$ cat config.mk
export PLATFORM = sky130hd
export DESIGN_NAME = bra_ram
export DESIGN_NICKNAME = d
export VERILOG_FILES = /design/src/hw/rtl/bra_ram.sv
export SDC_FILE = /design/constraint.sdc
export NUM_CORES = 2
export LEC_CHECK = 0
export BUFFER_PORTS_ARGS = -buffer_cell sky130_fd_sc_hd__buf_2
export CORE_MARGIN = 3
export CORE_UTILIZATION = 25
export DETAILED_ROUTE_END_ITERATION = 8
export PLACE_DENSITY = 0.39
export SLEW_MARGIN = 20
export SYNTH_ARGS = -nofsm -noshare
export SYNTH_HDL_FRONTEND = slang
export SYNTH_SLANG_ARGS = --single-unit
$ cat constraint.sdc
create_clock -name clk -period 5.4 [get_ports clk]
set_input_delay 0.27 -clock clk [delete_from_list [all_inputs] [get_ports clk]]
set_output_delay 0.27 -clock clk [all_outputs]
set_load 0.005 [all_outputs]
$ cat src/hw/rtl/bra_ram.sv
// Generic RAM with one write port and two registered read ports.
module bra_ram #(
  parameter int WIDTH = 32,
  parameter int DEPTH = 64,
  localparam int AW = $clog2(DEPTH)
) (
  input  logic             clk,
  input  logic             we,
  input  logic [AW-1:0]    waddr,
  input  logic [WIDTH-1:0] wdata,
  input  logic [AW-1:0]    raddr_a,
  output logic [WIDTH-1:0] rdata_a,
  input  logic [AW-1:0]    raddr_b,
  output logic [WIDTH-1:0] rdata_b
);

  logic [WIDTH-1:0] mem [DEPTH];

  always_ff @(posedge clk) begin
    if (we) begin
      mem[waddr] <= wdata;
    end
    rdata_a <= mem[raddr_a];
    rdata_b <= mem[raddr_b];
  end

endmodule

==> metrics <==
Final Skew 0.0467 ns; vias 51300; top-count cell post-synth edfxtp_1; Yosys top cell area share 64.3%; clock insertion delay at the later pin of the skew report 0.92 ns; Reg area 62800 um^2; die area 390000 um^2; Cells after Synth 4412; final WL 364000 um; Clock Sinks 2112; Clock Path Buffers 4; CP startpoint kind input port; asr flop ratio synth 0%; die width 625 um; Worst R2R Start mem[31][5]$_DFFE_PP_; minimum clock period 2.84 ns; worst min path class in2reg; critical path's largest stage delay 0.55 ns; worst hold start wdata[30]; largest cells by area after synthesis edfxtp_1 (64%), mux4_2 (26%), mux2i_1 (2.1%); Top FF cell, synth edfxtp_1; antenna violations before repair 47; Critical Path Sink Type register; GRT Util Overall 18.4%; Worst EP required 6.15 ns; Peak Freq 0.352 GHz; Post-synth EDFFs 2048; Final nets 4753; Combinational Power Share 8.3%; # fillers 36900; First DRT Iteration DRCs 5398; Peak VDD IR 287 uV; synth cell count leaders edfxtp_1 (2048), mux4_2 (1124), mux2i_1 (204), clkbuf_1 (135), buf_2 (121); sequential share of power 48.1%; first drt pass iteration count 5; status completed; share of layout cells above drive strength 1 40.1%; Port Buf Inserts 115; drc violations 0; DRT antenna net count 0; Post-DP HPWL 221000 um; FP Rows 226; wire length per cell 36.6 um; Synth cell types 38; DR vias/cell 5.16; RePlAce Congestion 0.762; Synth-to-Final Area Change 17.1%; sw power 0.00883 W; post-synthesis register bit count 2112; relative slew slack 22.9%; Final setup viols 0; TritonCTS buffer count 239; crit share post-route 52.6%; Worst Hold Depth 2; I/O pins 116; max-slew violation count 0; Worst Tran Pin Value 1.16 ns; worst hold path endpoint mem[49][30]$_DFFE_PP_; Final Hold Fails 0; setup TNS 0 ns; P_int 0.0292 W; multi-input logic area 31700 um^2; TritonCTS clock tree built; Reg clk slew, reported paths 0.06 ns; leakage power 34.5 nW; CTS root buf clkbuf_16; register area share after synthesis 65.6%; Syn Std Cell Area 95700 um^2; Avg Inst Size Synth 21.7 um^2; vias in the first global route 53800; Die Ht 625 um; warnings from Yosys 0; pre-CTS setup slack 1.63 ns; Max-Cap Viols 0; Initial Util 25.2%; core area 380000 um^2; Final WS setup 2.56 ns; Post-CTS Resized 0; worst endpoint data arrival time 3.59 ns; Worst Reg2Reg Path Length in Cells 4; RSZ-0062 raised after global routing false; crit path max fanout 52; PwrDens 339 nW/um^2; WS Path Type in2reg; Design Area, Final 112000 um^2; Worst path slowest cell buf_4; RR Endpoint rdata_b[5]$_DFF_P_; largest net degree at the start of global routing 97; Net Sw Frac 23.2%; H-Tree Depth 4; grt total ovfl 0; clock share of power 43.6%; dpl cell area 104000 um^2; Syn Nets 4464; Reg2Reg Setup Slack 2.82 ns; wire length of the first global-routing pass 492000 um; worst path cell trace buf_8, buf_12, buf_12, buf_4, mux4_2, mux4_2, o22ai_1, nor2_1; post-synth top area cell edfxtp_1
[cells by family (layout without fill, tap and decap cells)]
| family | after synthesis | after routing | share of synthesized area (%) |
|---|---|---|---|
| flops | 2112 | 2112 | 65.6 |
| mux | 1364 | 1364 | 29.0 |
| buf+inv | 348 | 828 | 1.83 |
| compound gates | 340 | 340 | 2.39 |
| simple gates | 248 | 248 | 1.13 |
| other cells | 0 | 17 | 0 |
[metal layers]
metal	track usage, %	routed length (um)	up-vias
li1	-	-	20100
met1	25.0	156000	28900
met2	30.6	177000	1785
met3	2.97	20700	444
met4	5.06	9920	6
met5	0	41	-
[power by group through the flow]
| stage | Combinational [W] | Sequential (W) | Clock (W) |
|---|---|---|---|
| 4_1_cts | 0.00318 | 0.0183 | 0.0171 |
| 3_5_place_dp | 0.00316 | 0.0186 | 0 |
| 2_1_floorplan | 0.00174 | 0.0186 | 0 |
| 6_report | 0.00314 | 0.0183 | 0.0166 |
| 3_3_place_gp | 0.00317 | 0.0186 | 0 |
| 5_1_grt | 0.00332 | 0.0183 | 0.0177 |
[final cells by class]
cell class / count / area share (%)
Timing Repair Buffer: 395 / 3.05
Multi-Input combinational cell: 1952 / 28.3
Tap cell: 5016 / 5.60
Antenna cell: 17 / 0.0380
Clock inverter: 114 / 1.15
Sequential cell: 2112 / 56.1
Clock buffer: 318 / 5.81
Inverter: 1 / 0.00335
[flip-flops by register name, indices dropped and copies added, names as in the netlist]
register and flops:
rdata_b 32, mem 2048, rdata_a 32
[placed cells by master, fill, tap and decap left out, drive strengths merged, types with 13 or more instances in the layout]
| cell | instances |
|---|---|
| edfxtp | 2048 |
| clkinv | 78 |
| o211ai | 27 |
| mux4 | 1124 |
| o221ai | 16 |
| diode | 17 |
| mux2 | 36 |
| a21oi | 58 |
| mux2i | 204 |
| bufinv | 29 |
| a211oi | 15 |
| nor2b | 19 |
| o21ai | 49 |
| dlygate4sd3 | 20 |
| dfxtp | 64 |
| a22oi | 85 |
| nor2 | 94 |
| nand2 | 93 |
| buf | 375 |
| clkbuf | 318 |
| o22ai | 56 |
| a221oi | 13 |
[how the worst max path moves through the flow]
stage | slack (ns) | start | cells past startpoint | end
after global placement | 1.61 | raddr_b[0] | 7 | rdata_b[3]$_DFF_P_
final | 2.56 | raddr_b[1] | 8 | rdata_b[27]$_DFF_P_
after detailed placement | 1.63 | raddr_b[0] | 7 | rdata_b[3]$_DFF_P_
after floorplan | 1.94 | waddr[3] | 4 | mem[48][0]$_DFFE_PP_
after global routing | 2.41 | raddr_b[0] | 7 | rdata_b[3]$_DFF_P_
after CTS | 2.61 | raddr_b[0] | 7 | rdata_b[3]$_DFF_P_
[worst max-delay path: cells and delay by family]
kind	cells	cell delay, ns
simple gates	1	0.09
buf+inv	4	1.52
mux	2	0.96
compound gates	1	0.52
[metrics by stage]
stage	util, %	cells	hold slack (ns)	total power, W
3_5_place_dp	27.3	9456	0.649	0.0218
2_1_floorplan	-	4412	0.369	0.0203
4_1_cts	29.4	9902	0.000205	0.0385
3_3_place_gp	27.3	9454	0.654	0.0218
5_1_grt	29.5	9919	0.0576	0.0393
6_report	29.5	9925	0.0594	0.0380
[timing repair]
action / 4_1_cts / 5_1_grt
hold endpoints to repair: 128 / 384
buffers inserted: 0 / 0
hold buffers: 14 / 6
Note: power is estimated with default switching activity, not from simulation.
